==> src/rtl/core/piq_pkg.sv <==
// ----------------------------------------------------------------------------
// piq_pkg
// Shared constants, codes and control types for the positional insert queue.
// ----------------------------------------------------------------------------
`default_nettype none

package piq_pkg;

   // Queue geometry and field widths.
   localparam int DEPTH = 32;
   localparam int IDX_W = $clog2(DEPTH);
   localparam int CNT_W = 6;
   localparam int VAL_W = 32;
   localparam int POS_W = 8;
   localparam int OP_W  = 2;
   localparam int ST_W  = 2;

   // Reset value of the max_position register.
   localparam logic [CNT_W-1:0] MAXPOS_RESET = CNT_W'(16);

   // Operation codes; the fourth code is a no-op.
   typedef enum logic [OP_W-1:0] {
      OP_ENQ = 2'd0,
      OP_DEQ = 2'd1,
      OP_CLR = 2'd2,
      OP_NOP = 2'd3
   } op_type;

   // Result status codes.
   typedef enum logic [ST_W-1:0] {
      ST_OK    = 2'd0,
      ST_EMPTY = 2'd1,
      ST_FULL  = 2'd2
   } status_type;

   // Commands from the controller to the datapath.
   typedef struct packed {
      logic load;
      logic execute;
   } piq_cmd_type;

   // Status from the datapath to the controller.
   typedef struct packed {
      logic out_busy;
   } piq_stat_type;

endpackage

`default_nettype wire

==> src/rtl/core/piq_req_if.sv <==
// ----------------------------------------------------------------------------
// piq_req_if
// Request channel: operation, value and insertion position.
// ----------------------------------------------------------------------------
`default_nettype none

interface piq_req_if
   import piq_pkg::*;
   ();
   logic               valid;
   logic               ready;
   logic [OP_W-1:0]    op;
   logic [VAL_W-1:0]   value;
   logic [POS_W-1:0]   position;

   modport source (output valid, output op, output value, output position, input ready);
   modport sink   (input valid, input op, input value, input position, output ready);
endinterface

`default_nettype wire

==> src/rtl/core/piq_rsp_if.sv <==
// ----------------------------------------------------------------------------
// piq_rsp_if
// Response channel: status, dequeued value and new entry count.
// ----------------------------------------------------------------------------
`default_nettype none

interface piq_rsp_if
   import piq_pkg::*;
   ();
   logic                    valid;
   logic                    ready;
   logic [ST_W-1:0]         status;
   logic signed [VAL_W-1:0] head_value;
   logic [CNT_W-1:0]        count;

   modport source (output valid, output status, output head_value, output count,
                   input ready);
   modport sink   (input valid, input status, input head_value, input count,
                   output ready);
endinterface

`default_nettype wire

==> src/rtl/core/piq_csr_if.sv <==
// ----------------------------------------------------------------------------
// piq_csr_if
// Configuration write channel carrying the max_position register value.
// ----------------------------------------------------------------------------
`default_nettype none

interface piq_csr_if
   import piq_pkg::*;
   ();
   logic             valid;
   logic             ready;
   logic [CNT_W-1:0] data;

   modport source (output valid, output data, input ready);
   modport sink   (input valid, input data, output ready);
endinterface

`default_nettype wire

==> src/rtl/core/positional_insert_queue.sv <==
// ----------------------------------------------------------------------------
// positional_insert_queue
// Ordered queue of signed 32-bit values with enqueue at a chosen position,
// dequeue from the head and clear.
// ----------------------------------------------------------------------------
// Usage:
//   req_ch carries one operation per transaction: op, value and position.
//   rsp_ch returns exactly one result per request: status, head_value and
//   the entry count after the operation, in request order.
//   csr_ch writes max_position; it is ready in every cycle outside reset and
//   should only be used while no request is outstanding.
// Timing:
//   A request is latched at the edge it is accepted and executed once the
//   response register is free, and its result is registered in the output
//   register. The controller takes no new request until the last one has
//   executed; its two states, latch then execute, set that order.
// Stalls:
//   The result waits in an output register while rsp_ch.ready is low. One
//   new request may still be accepted; its execute step waits until the
//   pending result has been taken, and req_ch.ready stays low meanwhile.
// Reset:
//   Synchronous reset empties the queue, sets max_position to 16 and drops
//   any pending result. Entry contents are not cleared.
// ----------------------------------------------------------------------------
`default_nettype none

module positional_insert_queue
   import piq_pkg::*;
(
   input  wire logic clock,
   input  wire logic reset,
   piq_req_if.sink   req_ch,
   piq_rsp_if.source rsp_ch,
   piq_csr_if.sink   csr_ch
);

   piq_cmd_type  cmd;
   piq_stat_type stat;

   // Configuration writes are taken in any cycle outside reset.
   assign csr_ch.ready = !reset;

   // Sequencing of request transactions.
   piq_ctrl u_ctrl (
      .clock     (clock),
      .reset     (reset),
      .req_valid (req_ch.valid),
      .req_ready (req_ch.ready),
      .stat      (stat),
      .cmd       (cmd)
   );

   // Entry storage and result generation.
   piq_datapath u_datapath (
      .clock          (clock),
      .reset          (reset),
      .cmd            (cmd),
      .stat           (stat),
      .req_op         (req_ch.op),
      .req_value      (req_ch.value),
      .req_position   (req_ch.position),
      .csr_write      (csr_ch.valid),
      .csr_data       (csr_ch.data),
      .rsp_ready      (rsp_ch.ready),
      .rsp_valid      (rsp_ch.valid),
      .rsp_status     (rsp_ch.status),
      .rsp_head_value (rsp_ch.head_value),
      .rsp_count      (rsp_ch.count)
   );

endmodule

`default_nettype wire

==> src/rtl/core/piq_ctrl.sv <==
// ----------------------------------------------------------------------------
// piq_ctrl
// Controller: takes one request transaction, then issues the execute step
// once the response register is free.
// ----------------------------------------------------------------------------
`default_nettype none

module piq_ctrl
   import piq_pkg::*;
(
   input  wire logic         clock,
   input  wire logic         reset,
   input  wire logic         req_valid,
   output      logic         req_ready,
   input  wire piq_stat_type stat,
   output      piq_cmd_type  cmd
);

   typedef enum logic [1:0] {
      S_IDLE = 2'b01,
      S_EXEC = 2'b10
   } state_type;

   state_type state_ff;
   state_type state_in;

   // Next state and commands. No request is taken while reset is held.
   always_comb begin
      state_in    = state_ff;
      req_ready   = 1'b0;
      cmd.load    = 1'b0;
      cmd.execute = 1'b0;
      unique case (state_ff)
         S_IDLE: begin
            req_ready = !reset;
            if (req_valid && !reset) begin
               cmd.load = 1'b1;
               state_in = S_EXEC;
            end
         end
         S_EXEC: begin
            if (!stat.out_busy) begin
               cmd.execute = 1'b1;
               state_in    = S_IDLE;
            end
         end
         default: begin
            state_in = S_IDLE;
         end
      endcase
   end

   // State register.
   always_ff @(posedge clock) begin
      if (reset) begin
         state_ff <= S_IDLE;
      end else begin
         state_ff <= state_in;
      end
   end

endmodule

`default_nettype wire

==> src/rtl/core/piq_datapath.sv <==
// ----------------------------------------------------------------------------
// piq_datapath
// Entry cells, count, max_position register, request latch and response
// register. All cells shift in parallel for insert and dequeue.
// ----------------------------------------------------------------------------
`default_nettype none

module piq_datapath
   import piq_pkg::*;
(
   input  wire logic                    clock,
   input  wire logic                    reset,
   input  wire piq_cmd_type             cmd,
   output      piq_stat_type            stat,
   input  wire logic [OP_W-1:0]         req_op,
   input  wire logic [VAL_W-1:0]        req_value,
   input  wire logic [POS_W-1:0]        req_position,
   input  wire logic                    csr_write,
   input  wire logic [CNT_W-1:0]        csr_data,
   input  wire logic                    rsp_ready,
   output      logic                    rsp_valid,
   output      logic [ST_W-1:0]         rsp_status,
   output      logic signed [VAL_W-1:0] rsp_head_value,
   output      logic [CNT_W-1:0]        rsp_count
);

   logic signed [VAL_W-1:0] cell_ff [DEPTH];
   logic signed [VAL_W-1:0] cell_in [DEPTH];
   logic [CNT_W-1:0]        count_ff;
   logic [CNT_W-1:0]        count_in;
   logic [CNT_W-1:0]        maxpos_ff;
   op_type                  op_ff;
   logic [VAL_W-1:0]        value_ff;
   logic [POS_W-1:0]        pos_ff;
   logic                    rsp_valid_ff;
   status_type              rsp_status_ff;
   status_type              status_in;
   logic signed [VAL_W-1:0] rsp_head_ff;
   logic signed [VAL_W-1:0] head_in;
   logic [CNT_W-1:0]        rsp_count_ff;
   logic [CNT_W-1:0]        ins_at;
   logic                    is_full;
   logic                    is_empty;
   logic                    append;

   assign is_full  = (count_ff >= CNT_W'(DEPTH));
   assign is_empty = (count_ff == '0);
   assign append   = (pos_ff > POS_W'(maxpos_ff)) || (pos_ff > POS_W'(count_ff));
   assign ins_at   = append ? count_ff : CNT_W'(pos_ff);

   // Operation decode: new count, status and dequeued value.
   always_comb begin
      count_in  = count_ff;
      status_in = ST_OK;
      head_in   = '0;
      unique case (op_ff)
         OP_ENQ: begin
            if (is_full) begin
               status_in = ST_FULL;
            end else begin
               count_in = count_ff + 1'b1;
            end
         end
         OP_DEQ: begin
            if (is_empty) begin
               status_in = ST_EMPTY;
            end else begin
               head_in  = cell_ff[0];
               count_in = count_ff - 1'b1;
            end
         end
         OP_CLR: begin
            count_in = '0;
         end
         OP_NOP: begin
            count_in = count_ff;
         end
         default: begin
            count_in = count_ff;
         end
      endcase
   end

   // Per-cell next value: each cell looks only at its neighbors.
   always_comb begin
      for (int i = 0; i < DEPTH; i++) begin
         cell_in[i] = cell_ff[i];
         if (op_ff == OP_ENQ && !is_full) begin
            if (i > 0 && CNT_W'(i) > ins_at) begin
               cell_in[i] = cell_ff[(i > 0) ? i - 1 : 0];
            end else if (CNT_W'(i) == ins_at) begin
               cell_in[i] = value_ff;
            end
         end else if (op_ff == OP_DEQ && !is_empty && i < DEPTH - 1) begin
            cell_in[i] = cell_ff[(i < DEPTH - 1) ? i + 1 : i];
         end
      end
   end

   // Entry cells.
   always_ff @(posedge clock) begin
      if (cmd.execute) begin
         cell_ff <= cell_in;
      end
   end

   // Count and configuration register.
   always_ff @(posedge clock) begin
      if (reset) begin
         count_ff  <= '0;
         maxpos_ff <= MAXPOS_RESET;
      end else begin
         if (cmd.execute) begin
            count_ff <= count_in;
         end
         if (csr_write) begin
            maxpos_ff <= csr_data;
         end
      end
   end

   // Request latch.
   always_ff @(posedge clock) begin
      if (cmd.load) begin
         op_ff    <= op_type'(req_op);
         value_ff <= req_value;
         pos_ff   <= req_position;
      end
   end

   // Response register: holds the result until the transaction is taken.
   always_ff @(posedge clock) begin
      if (reset) begin
         rsp_valid_ff <= 1'b0;
      end else if (cmd.execute) begin
         rsp_valid_ff <= 1'b1;
      end else if (rsp_ready) begin
         rsp_valid_ff <= 1'b0;
      end
   end

   always_ff @(posedge clock) begin
      if (cmd.execute) begin
         rsp_status_ff <= status_in;
         rsp_head_ff   <= head_in;
         rsp_count_ff  <= count_in;
      end
   end

   assign stat.out_busy  = rsp_valid_ff && !rsp_ready;
   assign rsp_valid      = rsp_valid_ff;
   assign rsp_status     = rsp_status_ff;
   assign rsp_head_value = rsp_head_ff;
   assign rsp_count      = rsp_count_ff;

   // The count never exceeds the number of cells.
   a_count_range: assert property (@(posedge clock) disable iff (reset)
      count_ff <= CNT_W'(DEPTH))
      else $error("entry count above depth");

   // An execute step never overwrites a response that is still waiting.
   a_no_overwrite: assert property (@(posedge clock) disable iff (reset)
      cmd.execute |-> !(rsp_valid_ff && !rsp_ready))
      else $error("response overwritten before it was taken");

   // A dequeue on an empty queue reports empty with a zero value and count.
   a_deq_empty: assert property (@(posedge clock) disable iff (reset)
      (cmd.execute && op_ff == OP_DEQ && is_empty) |=>
         (rsp_valid_ff && rsp_status_ff == ST_EMPTY && rsp_head_ff == '0
          && count_ff == '0))
      else $error("empty dequeue reported wrongly");

   // A full enqueue leaves the count unchanged.
   a_enq_full: assert property (@(posedge clock) disable iff (reset)
      (cmd.execute && op_ff == OP_ENQ && is_full) |=>
         (rsp_status_ff == ST_FULL && count_ff == $past(count_ff)))
      else $error("full enqueue changed the queue");

endmodule

`default_nettype wire

==> src/flat_wrapper.sv <==
// flat-port wrapper written by rule: the top's interface ports become plain ports
module positional_insert_queue_flat import piq_pkg::*;
  (clock, reset, req_ch_valid, req_ch_op, req_ch_value, req_ch_position, req_ch_ready, rsp_ch_valid, rsp_ch_status, rsp_ch_head_value, rsp_ch_count, rsp_ch_ready, csr_ch_valid, csr_ch_data, csr_ch_ready);
  piq_req_if req_ch_i ();
  piq_rsp_if rsp_ch_i ();
  piq_csr_if csr_ch_i ();
  input  wire logic clock;
  input  wire logic reset;
  input wire logic [$bits(req_ch_i.valid)-1:0] req_ch_valid;
  input wire logic [$bits(req_ch_i.op)-1:0] req_ch_op;
  input wire logic [$bits(req_ch_i.value)-1:0] req_ch_value;
  input wire logic [$bits(req_ch_i.position)-1:0] req_ch_position;
  output wire logic [$bits(req_ch_i.ready)-1:0] req_ch_ready;
  output wire logic [$bits(rsp_ch_i.valid)-1:0] rsp_ch_valid;
  output wire logic [$bits(rsp_ch_i.status)-1:0] rsp_ch_status;
  output wire logic [$bits(rsp_ch_i.head_value)-1:0] rsp_ch_head_value;
  output wire logic [$bits(rsp_ch_i.count)-1:0] rsp_ch_count;
  input wire logic [$bits(rsp_ch_i.ready)-1:0] rsp_ch_ready;
  input wire logic [$bits(csr_ch_i.valid)-1:0] csr_ch_valid;
  input wire logic [$bits(csr_ch_i.data)-1:0] csr_ch_data;
  output wire logic [$bits(csr_ch_i.ready)-1:0] csr_ch_ready;
  assign req_ch_i.valid = req_ch_valid;
  assign req_ch_i.op = req_ch_op;
  assign req_ch_i.value = req_ch_value;
  assign req_ch_i.position = req_ch_position;
  assign req_ch_ready = req_ch_i.ready;
  assign rsp_ch_valid = rsp_ch_i.valid;
  assign rsp_ch_status = rsp_ch_i.status;
  assign rsp_ch_head_value = rsp_ch_i.head_value;
  assign rsp_ch_count = rsp_ch_i.count;
  assign rsp_ch_i.ready = rsp_ch_ready;
  assign csr_ch_i.valid = csr_ch_valid;
  assign csr_ch_i.data = csr_ch_data;
  assign csr_ch_ready = csr_ch_i.ready;
  positional_insert_queue u_core (.clock(clock), .reset(reset), .req_ch(req_ch_i), .rsp_ch(rsp_ch_i), .csr_ch(csr_ch_i));
endmodule
==> config.mk <==
export PLATFORM = sky130hd
export DESIGN_NAME = positional_insert_queue_flat
export DESIGN_NICKNAME = d
export VERILOG_FILES = /design/src/rtl/core/piq_pkg.sv /design/src/rtl/core/piq_req_if.sv /design/src/rtl/core/piq_rsp_if.sv /design/src/rtl/core/piq_csr_if.sv /design/src/rtl/core/positional_insert_queue.sv /design/src/rtl/core/piq_ctrl.sv /design/src/rtl/core/piq_datapath.sv /design/src/flat_wrapper.sv
export SDC_FILE = /design/constraint.sdc
export NUM_CORES = 2
export LEC_CHECK = 0
export BUFFER_PORTS_ARGS = -buffer_cell sky130_fd_sc_hd__buf_2
export CAP_MARGIN = 40
export CELL_PAD_IN_SITES_DETAIL_PLACEMENT = 0
export CELL_PAD_IN_SITES_GLOBAL_PLACEMENT = 2
export CORE_MARGIN = 1
export CORE_UTILIZATION = 39
export CTS_CLUSTER_DIAMETER = 200
export DETAILED_ROUTE_END_ITERATION = 16
export GPL_ROUTABILITY_DRIVEN = 0
export GPL_TIMING_DRIVEN = 0
export PLACE_DENSITY = 0.77
export SLEW_MARGIN = 0
export SYNTH_ARGS = -nofsm -noshare
export SYNTH_HDL_FRONTEND = slang
export SYNTH_SLANG_ARGS = --single-unit
==> constraint.sdc <==
create_clock -name clock -period 6.1 [get_ports clock]
set_clock_uncertainty 0.15 [all_clocks]
set_input_delay 0.61 -clock clock [delete_from_list [all_inputs] [get_ports clock]]
set_output_delay 0.61 -clock clock [all_outputs]
set_load 0.01 [all_outputs]
Yosys cells after proc, flatten, opt, wreduce, memory -nomap -nowiden --
Cells that the tools add are included.
Word-level totals: register bits 1121, bits of input ports 53, output and inout port bits 43, logic and storage cells 339
Cells by class: $add $sub $neg 2, $lt $le $gt $ge 34, eq/ne operators 69, mux-type cells 142, bitwise gates (word level) 1, reduce and logical (&&, ||, !) cells 49
Operator list (count):
- $mux W32 | 125
- $eq A5 B6 Y1 const A | 16
- $gt A5 B6 Y1 const A | 16
- $reduce_and A3 Y1 | 32
- $ne A3 B1 Y1 const B | 25
- $eq A4 B6 Y1 const A | 8
- $gt A4 B6 Y1 const A | 8
- $eq A3 B6 Y1 const A | 4
- $gt A3 B6 Y1 const A | 4
- $pmux W6 S4 | 1
- $mux W6 | 3
- $gt A8 B6 Y1 | 2
- $ne A3 B3 Y1 const B | 5
- $eq A2 B6 Y1 const A | 2
- $gt A2 B6 Y1 const A | 2
- $logic_not A6 Y1 | 2
- $mux W1 | 8
- $pmux W2 S2 | 2
- $add A6 B1 Y6 const B | 1
- $eq A1 B6 Y1 const A | 1
- $eq A2 B2 Y1 const B | 3
- $ge A6 B6 Y1 const B | 1
- $gt A1 B6 Y1 const A | 1
- $mux W2 | 3
- other kinds (11) | 22

Longest topological paths before layout --
depth in word-level cells 7, mapped depth 13

By module --
From an unflattened synthesis, not the netlist that was laid out.
Unflattened totals: cells, all modules 5610, area total of the unflattened synthesis 57538.9 µm²
Modules (own cells, without submodules):
- piq_datapath | times used 1, cells each 5601, area an instance 57441.3 µm²
- piq_ctrl | times used 1, cells each 8, area an instance 93.8 µm²
- positional_insert_queue | times used 1, cells each 1, area an instance 3.8 µm²

Least setup slack after synthesis --
Ideal clock, no wire load.
kind register -> register, start register u_core.u_datapath.count_ff[5], end register u_core.u_datapath.cell_ff[1000] in the netlist's numbering (enable), library setup time 0.480 ns, data arrival time 5.037 ns, data required time 5.470 ns, path slack 0.433 ns, stages on the path, launching flop included 10, buffers on the path 2, clock period less this slack 5.667 ns, cell sequence dfxtp_1 > buf_2 > inv_1 > clkbuf_1 > ha_1 > a21o_1 > o31a_2 > nor3_4 > mux2_2 > a311oi_1
Between the ends: cells in the longest elaborated chain, start to end 6
Ends and longest elaborated chain:
- start: declaration | RTL line piq_datapath.sv:29 | logic [CNT_W-1:0] count_ff;
- start signal: assignment | RTL line piq_datapath.sv:114 | count_ff <= count_in;
- $gt A8 B6 Y1 | RTL line piq_datapath.sv:48 | assign append = (pos_ff > POS_W'(maxpos_ff)) || (pos_ff > POS_W'(count_ff));
- $logic_or A1 B1 Y1 | RTL line piq_datapath.sv:48
- $mux W6 | RTL line piq_datapath.sv:49 | assign ins_at = append ? count_ff : CNT_W'(pos_ff);
- $logic_not A6 Y1 | RTL line piq_datapath.sv:91 | end else if (CNT_W'(i) == ins_at) begin
- $ne A2 B2 Y1 (no line)
- $reduce_and A3 Y1 (no line) *
- end signal: assignment | RTL line piq_datapath.sv:103 | cell_ff <= cell_in;
- end: declaration | RTL line piq_datapath.sv:27 | logic signed [VAL_W-1:0] cell_ff [DEPTH];
Every way passes the cells marked *; elsewhere a longest branch is shown, timed or not. A chain may end at the register's enable or synchronous reset.

Final worst setup path --
start register u_core.u_datapath.count_ff[5], end register u_core.u_datapath.cell_ff[689] in the netlist's numbering (enable)
Between the ends: cells in the longest elaborated chain, start to end 6
Ends and longest elaborated chain (RTL line):
- $gt A8 B6 Y1 | piq_datapath.sv:48
- $logic_or A1 B1 Y1 | piq_datapath.sv:48
- $mux W6 | piq_datapath.sv:49
- $gt A4 B6 Y1 or $eq A4 B6 Y1 (tied branches) | piq_datapath.sv:89, piq_datapath.sv:91
- $ne A3 B1 Y1 (no line)
- $reduce_and A3 Y1 (no line) *
Marks and branches as above.

==> reports/qor.csv <==
stage,metric,value,unit
floorplanning,Top Ports,96,
floorplanning,height of the chip,377.8,um
detailed_routing,DRC violations left,0,
detailed_routing,Post-DRT Antenna Nets,0,
critical_path,critical path type,register to register,
global_routing,M2 GR Usage,43.49,%
critical_path,Worst path slowest cell,clkbuf_1,
place,Port Buffer Count,94,
logic_synthesis,"Distinct cells, synth",62,
logic_synthesis,Synth top cells by count,"1106 x edfxtp_1, 938 x nor2_1, 881 x inv_1",
floorplanning,Die Area,142700,um2
timing,post-layout minimum cycle time,5.055,ns
run,max_cap viols,0,
timing,Peak Freq,0.1978,GHz
cells_and_area,area delta synth->final,17.82,%
critical_path,Worst EP required,6.46,ns
clock_tree,root buf cell,clkbuf_16,
critical_path,Crit path largest cell delay,0.58,ns
min_path,hold path start,csr_ch_valid,
floorplanning,initial core utilization,39.38,%
logic_synthesis,"count leader, synth",edfxtp_1,
clock_tree,Resized cells post-CTS,0,
timing,Max Slew Vio Count,0,
clock_tree,clock sink count,1121,
critical_path,worst-path fanout max,20,
clock_tree,Post-CTS Hold Fix Bufs,51,
floorplanning,core footprint,139900,um2
detailed_routing,Routed wire per std cell,29.07,um
critical_path,"reg-to-reg slack, setup",1.05,ns
global_routing,largest net degree at the start of global routing,40,
logic_synthesis,Yosys reg bits,1121,
cells_and_area,layout net count,5438,
global_routing,gr usage total,29.65,%
clock_tree,CTS buffer count,132,
cells_and_area,layout cells sized above 1,15.65,%
detailed_routing,Initial DRT Pass Iterations,6,
critical_path,crit path DAT,5.42,ns
power,peak supply drop,0.2672,mV
critical_path,crit-path cells,"buf_2, inv_1, clkbuf_1, ha_1, a21o_1, o31a_2, buf_6, nor4_1, or2_1, clkbuf_1, buf_2, a41oi_4, buf_16, buf_16",
global_routing,grt met1 use,42.12,%
global_routing,first-pass GRT wire length,300.5,mm
timing,# setup viols final,0,
clock_tree,clk_lat worst skew,0.77,ns
logic_synthesis,share of the synthesized area in the top cell type,60.30,%
outcome,status,completed,
timing,unrepaired setup endpoints after global routing,no,
detailed_routing,Detailed Route WL,213.6,mm
floorplanning,die span in x,377.8,um
place,post-DP HPWL,168.1,mm
power,pwr/cell area,269.7,nW/um2
clock_tree,CTS tree,yes,
critical_path,critical path startpoint,u_core.u_datapath.count_ff[5]$_SDFFE_PP0P_,
clock_tree,setup repair bufs after CTS,0,
logic_synthesis,Gate Count Post-Synth,4962,
critical_path,worst r2r src,u_core.u_datapath.count_ff[5]$_SDFFE_PP0P_,
global_routing,grt met3 use,6.178,%
timing,Worst Max-Slew Pin Slew,0.9899,ns
global_routing,GRT overflow,0,
logic_synthesis,"Cell Area, Synth",55080,um2
logic_synthesis,main area contributors after synthesis,"edfxtp_1 60%, a221oi_1 13%, nor2_1 6.4%",
logic_synthesis,largest area contributor in the netlist,edfxtp_1,
timing,slew margin rel.,32.12,%
clock_tree,# H-tree levels,4,
power,P_leak,24.56,nW
clock_tree,CTS max path bufs,3,
logic_synthesis,Main synth FF type,edfxtp_1,
global_routing,number of global-route vias before repair,40933,
clock_tree,"Clk pin slew, worst setup/hold paths",0.06,ns
timing,final hold vios,0,
logic_synthesis,"EDFF count, synth",1106,
logic_synthesis,syn nets,5030,
detailed_routing,vias per cell,5.864,
timing,setup TNS,0,ns
logic_synthesis,Synth async-reset ratio,0,%
place,area after detailed placement,60450,um2
timing,final worst path period share,82.87,%
critical_path,kind of end point of the critical path,register,
logic_synthesis,Yosys warning count,0,
detailed_routing,Vias,43082,
logic_synthesis,"Seq/Total Area, Yosys",60.85,%
global_routing,GRT Max-Usage Layer,met2,
logic_synthesis,mean post-synth cell area,11.10,um2
floorplanning,# rows,137,
critical_path,Worst setup SP type,register,
global_routing,antenna violations before repair,11,
min_path,worst min path class,primary input to register,
detailed_routing,1st-iter DRT viols,5628,
cells_and_area,final instance area,64890,um2
metal layers:
| metal | up-vias | routed length [um] |
|---|---|---|
| li1 | 19150 | - |
| met1 | 21298 | 92550 |
| met2 | 2280 | 90890 |
| met3 | 346 | 20530 |
| met4 | 8 | 9531 |
| met5 | - | 48 |
path summary, 6_finish.rpt:
kind | cells after the start | end
min reg2reg | 2 | u_core.u_datapath.maxpos_ff[1]$_SDFFE_PP0P_
max reg2reg | 14 | u_core.u_datapath.cell_ff[689]$_DFFE_PP_
max | 14 | u_core.u_datapath.cell_ff[689]$_DFFE_PP_
min | 3 | u_core.u_datapath.maxpos_ff[4]$_SDFFE_PP1P_
critical path, delay by kind of cell (launching register included):
family                     cells  cell delay (ns)
AOI/OAI and AO/OA              3             0.87
adders and majority gates      1             0.37
buffers and inverters          8             2.46
DFF                            1             0.32
and+or+nand+nor                2             0.61
layout make-up:
| class | count | area, um2 |
|---|---|---|
| sequential | 1121 | 33510 |
| timing repair buffer | 274 | 3073 |
| inverter | 884 | 3318 |
| antenna | 2 | 5.005 |
| clock buffer | 174 | 3525 |
| fill | 13132 | 74990 |
| multi-input combinational | 2502 | 16600 |
| buffer | 455 | 2107 |
| clock inverter | 59 | 396.6 |
| tap | 1876 | 2347 |
through the flow:
stage	total power, mW	instances	setup slack (ns)	util (%)	hold WS, ns
4_1_cts	17.52	7345	1.152	46.39	0.1149
6_report	17.50	7347	1.045	46.39	0.1558
5_1_grt	17.93	7345	0.9130	46.39	0.1746
3_5_place_dp	10.14	7061	1.181	43.22	0.3344
3_3_place_gp	10.03	6932	-2.897	41.39	0.3288
2_1_floorplan	9.498	4962	0.4330	-	0.3104
state kept, by name, summed over array words and instances (netlist names):
name	cells
u_core.u_datapath.cell_ff	1024
u_core.u_datapath.rsp_head_value	32
u_core.u_datapath.value_ff	32
u_core.u_datapath.pos_ff	8
u_core.u_datapath.count_ff	6
u_core.u_datapath.maxpos_ff	6
u_core.u_datapath.rsp_count	6
u_core.u_ctrl.state_ff	2
u_core.u_datapath.op_ff	2
u_core.u_datapath.rsp_status	2
u_core.u_datapath.rsp_valid	1
where the power goes:
part           total [mW]  internal [mW]  switching, mW
registers            8.58           8.51         0.0739
clock network        7.45           4.16           3.29
logic                1.46          0.461           1.00
total                17.5           13.1           4.37
cells by family after synthesis:
kind of cell               after synthesis  share of synthesized area (%)
AOI/OAI and AO/OA                     1155                          18.56
and+or+nand+nor                       1285                          9.473
adders and majority gates               15                         0.3408
buffers and inverters                 1339                          9.848
DFF                                   1121                          60.85
muxes                                   47                         0.9314
cell usage in the layout (no fill, tap or decap), types with 24 or more instances in the layout:
cell           instances
o221a_2               96
nor3_1                58
or2_1                 24
a31oi_1               27
o21ai_0               46
buf_6                 37
a221oi_1             814
edfxtp_1            1106
clkbuf_1             264
buf_4                 25
nand2_1              161
inv_1                880
buf_8                 46
a221oi_2              50
clkbuf_16            135
a21oi_1               48
dlygate4sd3_1         51
mux2_2                30
buf_16                28
nor2_1               921
buf_2                286
nor4_1                29
clkinv_1              28
(Power assumes the default switching activity.)
